### src/sv/psieve_pkg.sv
// ----------------------------------------------------------------------------
// Prime sieve engine package
// Item types, action codes and the microcode program of the sequencer.
// ----------------------------------------------------------------------------
package psieve_pkg;

    localparam int ACTION_W = 2;
    localparam int INDEX_W  = 13;
    localparam int VALUE_W  = 17;
    localparam int TOTAL_W  = 14;
    // Values up to 2^17 - 1 plus one step of the marking stride
    localparam int SPAN_W   = VALUE_W + 1;
    // Sieve root: i*i stays at most 2^17 - 1, so i never passes 363
    localparam int ROOT_W   = 9;
    localparam int UPC_W    = 5;

    typedef logic [ACTION_W-1:0] action_t;
    typedef logic [UPC_W-1:0]    upc_t;

    localparam action_t ACT_BUILD = 2'd0;
    localparam action_t ACT_READ  = 2'd1;
    localparam action_t ACT_TEST  = 2'd2;

    typedef struct packed {
        action_t              action;
        logic [INDEX_W-1:0]   prime_index;
        logic [VALUE_W-1:0]   test_value;
    } psieve_in_t;

    typedef struct packed {
        logic                 status;
        logic [VALUE_W-1:0]   prime_value;
        logic [TOTAL_W-1:0]   prime_total;
        logic                 is_prime;
    } psieve_out_t;

    // Datapath operations, one per control word
    typedef enum logic [4:0] {
        OP_NOP,
        OP_ACCEPT,
        OP_CLR_INIT,
        OP_CLR,
        OP_SV_INIT,
        OP_RD_I,
        OP_MARK_INIT,
        OP_MARK,
        OP_SV_NEXT,
        OP_LS_INIT,
        OP_RD_P,
        OP_LS_EVAL,
        OP_EMIT_BUILD,
        OP_RD_LIST,
        OP_EMIT_READ,
        OP_RD_VAL,
        OP_EMIT_TEST,
        OP_EMIT_BAD
    } op_t;

    // Jump conditions
    typedef enum logic [2:0] {
        C_NEVER,
        C_ALWAYS,
        C_DISPATCH,
        C_P_LT_LIM,
        C_SQ_GT_LIM,
        C_COMPOSITE,
        C_MARK_MORE,
        C_P_GT_LIM
    } cond_t;

    // Stall sources of a step
    typedef enum logic [1:0] {
        H_NONE,
        H_INPUT,
        H_OUTPUT
    } hold_t;

    typedef struct packed {
        op_t   op;
        cond_t cond;
        hold_t hold;
        upc_t  target;
    } ctrl_word_t;

    // Condition flags from the datapath
    typedef struct packed {
        logic    in_valid;
        logic    out_busy;
        action_t action;
        logic    p_lt_lim;
        logic    sq_gt_lim;
        logic    composite;
        logic    mark_more;
        logic    p_gt_lim;
    } psieve_flags_t;

    // Current step as seen by the datapath
    typedef struct packed {
        ctrl_word_t cw;
        logic       go;
    } psieve_step_t;

    // Program addresses
    localparam upc_t S_IDLE       = 5'd0;
    localparam upc_t S_CLR_INIT   = 5'd1;
    localparam upc_t S_CLR        = 5'd2;
    localparam upc_t S_SV_INIT    = 5'd3;
    localparam upc_t S_SV_TEST    = 5'd4;
    localparam upc_t S_SV_CHECK   = 5'd5;
    localparam upc_t S_SV_MARK    = 5'd6;
    localparam upc_t S_SV_NEXT    = 5'd7;
    localparam upc_t S_LS_INIT    = 5'd8;
    localparam upc_t S_LS_READ    = 5'd9;
    localparam upc_t S_LS_EVAL    = 5'd10;
    localparam upc_t S_BUILD_DONE = 5'd11;
    localparam upc_t S_RD_REQ     = 5'd12;
    localparam upc_t S_RD_DONE    = 5'd13;
    localparam upc_t S_TS_REQ     = 5'd14;
    localparam upc_t S_TS_DONE    = 5'd15;
    localparam upc_t S_BAD        = 5'd16;

    // Microcode program
    function automatic ctrl_word_t ucode_rom(input upc_t addr);
        ctrl_word_t w;
        w = '{OP_NOP, C_ALWAYS, H_NONE, S_IDLE};
        case (addr)
            S_IDLE:       w = '{OP_ACCEPT,     C_DISPATCH,  H_INPUT,  S_IDLE};
            S_CLR_INIT:   w = '{OP_CLR_INIT,   C_NEVER,     H_NONE,   S_IDLE};
            S_CLR:        w = '{OP_CLR,        C_P_LT_LIM,  H_NONE,   S_CLR};
            S_SV_INIT:    w = '{OP_SV_INIT,    C_NEVER,     H_NONE,   S_IDLE};
            S_SV_TEST:    w = '{OP_RD_I,       C_SQ_GT_LIM, H_NONE,   S_LS_INIT};
            S_SV_CHECK:   w = '{OP_MARK_INIT,  C_COMPOSITE, H_NONE,   S_SV_NEXT};
            S_SV_MARK:    w = '{OP_MARK,       C_MARK_MORE, H_NONE,   S_SV_MARK};
            S_SV_NEXT:    w = '{OP_SV_NEXT,    C_ALWAYS,    H_NONE,   S_SV_TEST};
            S_LS_INIT:    w = '{OP_LS_INIT,    C_NEVER,     H_NONE,   S_IDLE};
            S_LS_READ:    w = '{OP_RD_P,       C_P_GT_LIM,  H_NONE,   S_BUILD_DONE};
            S_LS_EVAL:    w = '{OP_LS_EVAL,    C_ALWAYS,    H_NONE,   S_LS_READ};
            S_BUILD_DONE: w = '{OP_EMIT_BUILD, C_ALWAYS,    H_OUTPUT, S_IDLE};
            S_RD_REQ:     w = '{OP_RD_LIST,    C_NEVER,     H_NONE,   S_IDLE};
            S_RD_DONE:    w = '{OP_EMIT_READ,  C_ALWAYS,    H_OUTPUT, S_IDLE};
            S_TS_REQ:     w = '{OP_RD_VAL,     C_NEVER,     H_NONE,   S_IDLE};
            S_TS_DONE:    w = '{OP_EMIT_TEST,  C_ALWAYS,    H_OUTPUT, S_IDLE};
            S_BAD:        w = '{OP_EMIT_BAD,   C_ALWAYS,    H_OUTPUT, S_IDLE};
            default:      w = '{OP_NOP,        C_ALWAYS,    H_NONE,   S_IDLE};
        endcase
        return w;
    endfunction

    // Entry point of each action
    function automatic upc_t dispatch_target(input action_t action);
        upc_t t;
        case (action)
            ACT_BUILD: t = S_CLR_INIT;
            ACT_READ:  t = S_RD_REQ;
            ACT_TEST:  t = S_TS_REQ;
            default:   t = S_BAD;
        endcase
        return t;
    endfunction

endpackage

### src/sv/psieve_seq.sv
// ----------------------------------------------------------------------------
// Prime sieve microcode sequencer
// Step counter over the program table, with stalls and conditional jumps.
// ----------------------------------------------------------------------------
module psieve_seq
    import psieve_pkg::*;
(
    input  logic          aclk,
    input  logic          aresetn,
    input  psieve_flags_t flags,
    output psieve_step_t  step
);

    upc_t       upc_reg;
    upc_t       upc_next;
    ctrl_word_t cw;
    logic       stall;
    logic       take_jump;

    // Fetch the control word of the current step
    assign cw = ucode_rom(upc_reg);

    // Hold the step while its channel is not ready
    always_comb begin
        case (cw.hold)
            H_INPUT:  stall = !flags.in_valid;
            H_OUTPUT: stall = flags.out_busy;
            default:  stall = 1'b0;
        endcase
    end

    // Evaluate the jump condition
    always_comb begin
        case (cw.cond)
            C_ALWAYS:    take_jump = 1'b1;
            C_P_LT_LIM:  take_jump = flags.p_lt_lim;
            C_SQ_GT_LIM: take_jump = flags.sq_gt_lim;
            C_COMPOSITE: take_jump = flags.composite;
            C_MARK_MORE: take_jump = flags.mark_more;
            C_P_GT_LIM:  take_jump = flags.p_gt_lim;
            default:     take_jump = 1'b0;
        endcase
    end

    // Advance, jump or dispatch
    always_comb begin
        if (stall) begin
            upc_next = upc_reg;
        end else if (cw.cond == C_DISPATCH) begin
            upc_next = dispatch_target(flags.action);
        end else if (take_jump) begin
            upc_next = cw.target;
        end else begin
            upc_next = upc_reg + UPC_W'(1);
        end
    end

    always_ff @(posedge aclk) begin
        if (!aresetn) begin
            upc_reg <= S_IDLE;
        end else begin
            upc_reg <= upc_next;
        end
    end

    assign step.cw = cw;
    assign step.go = !stall;

endmodule

### config.mk
export PLATFORM = sky130hd
export DESIGN_NAME = psieve_seq
export DESIGN_NICKNAME = d
export VERILOG_FILES = /design/src/sv/psieve_pkg.sv /design/src/sv/psieve_seq.sv
export SDC_FILE = /design/constraint.sdc
export NUM_CORES = 1
export LEC_CHECK = 0
export ABC_AREA = 1
export BUFFER_PORTS_ARGS = -buffer_cell sky130_fd_sc_hd__buf_2
export CAP_MARGIN = 5
export CELL_PAD_IN_SITES_DETAIL_PLACEMENT = 2
export CELL_PAD_IN_SITES_GLOBAL_PLACEMENT = 2
export CORE_MARGIN = 1
export CORE_UTILIZATION = 31
export DETAILED_ROUTE_END_ITERATION = 10
export PLACE_DENSITY = 0.89
export RECOVER_POWER = 100
export SYNTH_ARGS = -nofsm -noshare
export SYNTH_HDL_FRONTEND = slang
export SYNTH_SLANG_ARGS = --single-unit
### constraint.sdc
create_clock -name aclk -period 3 [get_ports aclk]
set_input_delay 0.45 -clock aclk [delete_from_list [all_inputs] [get_ports aclk]]
set_output_delay 0.45 -clock aclk [all_outputs]
set_load 0.1 [all_outputs]
== Yosys cells after proc, flatten, opt, wreduce, memory -nomap -nowiden ==
Memory sizes are Yosys's and may differ from the RTL's. A register that Yosys moved wholly into a read port is not among the register bits.
Cells that the tools add are included.

* Register bits after elaboration: 5
* ROM bits: 448
* Input port bits: 11
* Output and inout bits: 16
* Logic and storage cells: 24
* Memories: 1

* Add/sub/neg operators: 1
* Eq/ne operators: 11
* Mux-type cells: 7
* Reductions and logical operators: 3

{| class="wikitable"
|+ Memories
! name !! words !! width !! rd ports !! clocked after memory_dff !! wr ports !! RTL line !! RTL
|-
| (name not given) || 32 || 14 || 1 || 1 || 0 || psieve_pkg.sv:126 || <nowiki>case (addr)</nowiki>
|}

{| class="wikitable"
|+ Operators with widths
! cell !! number
|-
| two-way mux 5 bit || 4
|-
| case mux 5 bit (3 select lines) || 1
|-
| == test 3 bit (second input constant) || 4
|-
| == test 3 x 2 -> 1 bit (second input constant) || 2
|-
| case mux 1 bit (6 select lines) || 1
|-
| adder 5 x 1 -> 5 bit (second input constant) || 1
|-
| == test 2 x 1 -> 1 bit (second input constant) || 2
|-
| == test 2 bit (second input constant) || 2
|-
| == test 3 x 1 -> 1 bit (second input constant) || 1
|-
| logical NOT 1 bit || 2
|-
| logical NOT 2 bit || 1
|-
| case mux 1 bit (2 select lines) || 1
|}

== Depth between registers and ports, before layout ==
* Word-level depth: 6
* Mapped depth: 17
* Mapped depth without buffers: 17

== Worst setup path after synthesis ==
Ideal clock, no wire load.

* Path type: flip-flop to flip-flop
* Start: register, netlist name cw[5]
* End: register, netlist name cw[7]
* Setup time: 0.111 ns
* Data arrival time: 3.163 ns
* Required time: 2.889 ns
* Setup slack: -0.273 ns
* Stages on the path, launching flop included: 16
* Path buffers: 0
* Clock period less this slack: 3.273 ns
* Cell sequence: dfxtp_1 > inv_1 > ha_1 > nand2_1 > o21ai_0 > nand2_1 > inv_1 > nand2_1 > nand2_1 > nand2_1 > inv_1 > ha_1 > nand2_1 > nand2_1 > o21ai_2 > inv_2

* Word-level cells in the longest chain between the ends: 4
* Elaborated cells on any way between the ends: 5
* Classes of those cells: eq/ne: 2; mux: 3

{| class="wikitable"
|+ Ends and longest elaborated chain
! item !! RTL line !! RTL
|-
| == test 2 bit / == test 2 x 1 -> 1 bit (equally long branches) || psieve_seq.sv:25 || <nowiki>case (cw.hold)</nowiki>
|-
| case mux 1 bit (2 select lines) (*) || psieve_seq.sv:25 ||
|-
| two-way mux 5 bit (no line) (*) (2 in series) || - ||
|}

Every way passes the cells marked *; elsewhere a longest branch is shown, timed or not.
A chain may end at the register's enable or synchronous reset.

==> results.json <==
{
  "netlist_top_cells_area": "sky130_fd_sc_hd__dfxtp_1, sky130_fd_sc_hd__nand2_1, sky130_fd_sc_hd__ha_1, sky130_fd_sc_hd__inv_1, sky130_fd_sc_hd__nand3_1",
  "grt_antenna_before_repair": 0,
  "startpoint": "cw[5]$_SDFF_PP0_",
  "maxSlewViolCount": 0,
  "antenna_cells": 0,
  "path_common_cell": "sky130_fd_sc_hd__nand2_1",
  "dieHeight_microns": 63.4,
  "period_share": 0.850,
  "crit_path_max_incr_delay_ns": 0.90,
  "cp_slowest_cell": "sky130_fd_sc_hd__clkbuf_1",
  "reg2reg_setup_slack_ns": 0.64,
  "synth-simple-area-share": 0.379,
  "synth_fp_nets": 186,
  "cts_inserted_buffers": 3,
  "post-cts-setup-buffer-count": 0,
  "synth_cell_types": 27,
  "detail_route.vias_per_cell": 4.99,
  "dr_total_vias": 1197,
  "fraction_of_synthesized_area_in_multiplexers": 0,
  "initial_drc_count": 49,
  "cts.root.buffer_cell": "sky130_fd_sc_hd__clkbuf_8",
  "maxClockFrequency_mhz": 392,
  "grt.overflow.total": 0,
  "cp.buffers_inverters": 2,
  "cp_top_delay_family": "buffers and inverters",
  "grt_start_max_net_pins": 11,
  "cell_area_reported_after_detailed_placement_sq_um": 1350,
  "setup.worst_path.start_class": "register",
  "tritoncts": "done",
  "clkLatencyLatePin_ns": 0.26,
  "max-cap-violations": 0,
  "wirelength_mm": 3.94,
  "critical_path.cell_chain": "inv_1 > ha_1 > nand2_1 > o21ai_0 > nand2_1 > clkbuf_1",
  "cts_resized": 0,
  "ys_warn_count": 0,
  "worstSetupPathType": "register to output pin",
  "area_of_the_die_sq_um": 4020,
  "synthToLayoutAreaGrowth_pct": 13.6,
  "flip_flop_count_of_the_largest_register_all_copies_and_words_added": 14,
  "row_count": 21,
  "finClkSkew_ns": 0.00358,
  "timing.final.hold_violations": 0,
  "port_buffers": 25,
  "cts_sinks": 19,
  "cts_hold_repair.buffers": 0,
  "placeable_core_area_sq_um": 3470,
  "synthDominantCellAreaShare": 0.325,
  "hp-class": "input pin to register",
  "drc_errors": 0,
  "hold_start": "aresetn",
  "post_synthesis_instance_total": 166,
  "setup_repair_after_global_routing_missed_its_margin": "false",
  "setup_viol_count_final": 0,
  "detailedPlacementHpwl_mm": 3.20,
  "detail_route.wl_per_cell_microns": 16.4,
  "clock_transition_at_the_registers_of_the_reported_paths_ns": 0.07,
  "synth-xor-area-share": 0.0150,
  "grt_use_total": 0.211,
  "r2r_start": "cw[5]$_SDFF_PP0_",
  "outcome": "complete, no violations",
  "share_of_the_synthesized_area_in_compound_gates_ao_oa_aoi_oai": 0.0802,
  "ios": 27,
  "timing.critical_path.fanout_max": 7,
  "grt_first_pass_wirelength_mm": 6.56,
  "syn-mean-instance-area_sq_um": 7.05,
  "first_global_vias": 1317,
  "fin_hold_ws_ns": 0.599,
  "finalSetupTns_ns": 0,
  "crit_arrival_ns": 2.10,
  "mapped_cell_area_sq_um": 1170,
  "synth-adder-area-share": 0.0963,
  "max-clock-path-buffers": 2,
  "end_kind": "output pin",
  "postSynthRegisterBits": 19,
  "layout-drive-gt1-share": 0.129,
  "final_cell_area_sq_um": 1330,
  "finish.net_count": 215,
  "drtAntennaViolNets": 0,
  "place.gp.congestion": 0.823,
  "proportion_of_synthesized_chip_area_in_sequential_cells": 0.325,
  "post-synth-top-area-cell": "sky130_fd_sc_hd__dfxtp_1",
  "initial_core_util": 0.337,
  "dieWidth_microns": 63.4,
  "dominant_combinational_cell_family_by_area_after_synthesis": "simple AND/OR/NAND/NOR gates",
  "max-slew-margin-rel": 0.218,
  "timing.final.crit_period_ns": 2.55,
  "cts-htree-levels": 1,
  "critPathRequiredTime_ns": 2.55,
  "worst-slew-pin-transition_ns": 1.18,
  "drtPass1Iterations": 4
}
cell families after synthesis:
logic type | Yosys count
simple gates | 88
buf+inv | 30
compound gates | 17
other cells | 1
xor+xnor | 2
flops | 19
fa+ha+maj | 9
worst min-delay path, stage by stage:
cell	delay, ns
sky130_fd_sc_hd__buf_2	0.17
sky130_fd_sc_hd__nand2_4	0.13
sky130_fd_sc_hd__nor4_1	0.06
cell type report:
class	count	area [sq um]
Timing Repair Buffer	25	106
Inverter	29	111
Multi-Input combinational cell	117	628
Clock buffer	4	45.0
Tap cell	46	57.6
Sequential cell	19	380
Fill cell	446	2140
worst paths after layout:
path,endpoint,cells after the start
worst min register to register,upc_reg[0]$_SDFFE_PN0N_,4
worst max register to register,cw[1]$_SDFF_PP0_,15
worst max-delay path,step[0],6
worst min-delay path,cw[2]$_SDFF_PP0_,3
layout by cell type (no fill, tap or decap), types with 2 or more instances in the layout:
cell                       instances
sky130_fd_sc_hd__nand2_1          49
sky130_fd_sc_hd__nand3_1          17
sky130_fd_sc_hd__o21ai_0           7
sky130_fd_sc_hd__clkbuf_1         16
sky130_fd_sc_hd__inv_2             2
sky130_fd_sc_hd__ha_1              9
sky130_fd_sc_hd__dfxtp_1          19
sky130_fd_sc_hd__nand2_4           3
sky130_fd_sc_hd__buf_2            10
sky130_fd_sc_hd__xor2_1            2
sky130_fd_sc_hd__nand2_2           4
sky130_fd_sc_hd__nand4_1           2
sky130_fd_sc_hd__nor2_1            8
sky130_fd_sc_hd__a21oi_1           3
sky130_fd_sc_hd__clkbuf_8          3
sky130_fd_sc_hd__o21ai_1           5
sky130_fd_sc_hd__inv_1            26
cell usage after synthesis:
cell type                  instances
sky130_fd_sc_hd__nor2_4            1
sky130_fd_sc_hd__nand3_2           1
sky130_fd_sc_hd__buf_4             1
sky130_fd_sc_hd__o21ai_1           8
sky130_fd_sc_hd__dfxtp_1          19
sky130_fd_sc_hd__nor4_1            1
sky130_fd_sc_hd__ha_1              9
sky130_fd_sc_hd__inv_4             1
sky130_fd_sc_hd__inv_1            24
sky130_fd_sc_hd__nand2_1          43
sky130_fd_sc_hd__nand4_1           1
sky130_fd_sc_hd__conb_1            1
sky130_fd_sc_hd__nand4_2           1
sky130_fd_sc_hd__nand3_1          17
sky130_fd_sc_hd__nand2_4           4
sky130_fd_sc_hd__a21oi_1           3
sky130_fd_sc_hd__xor2_1            2
sky130_fd_sc_hd__o21ai_2           1
sky130_fd_sc_hd__nand2_2           9
sky130_fd_sc_hd__a21boi_0          1
sky130_fd_sc_hd__inv_2             4
sky130_fd_sc_hd__or2_1             1
sky130_fd_sc_hd__nor3_1            1
sky130_fd_sc_hd__o211ai_1          1
sky130_fd_sc_hd__nor2_2            3
sky130_fd_sc_hd__o21ai_0           3
sky130_fd_sc_hd__nor2_1            5
through the flow:
stage,std cells,utilization,setup WS [ns]
3_3_place_gp,236,0.389,0.911
4_1_cts,240,0.402,0.768
2_1_floorplan,166,-,0.0557
5_1_grt,240,0.383,0.340
6_report,240,0.383,0.449
3_5_place_dp,236,0.389,0.721
routing by layer:
metal / share of wire / wire length [microns] / global-route usage / vias up
li1: - / - / - / 572
met1: 0.44 / 1720 / 0.248 / 592
met2: 0.53 / 2110 / 0.400 / 26
met3: 0.018 / 70 / 0.0163 / 7
met4: 0.013 / 51 / 0.0625 / 0
met5: 0 / 0 / 0 / -
Power is not shown: default switching activity piles up to over one toggle a cycle in this logic, so the estimate is an artifact.
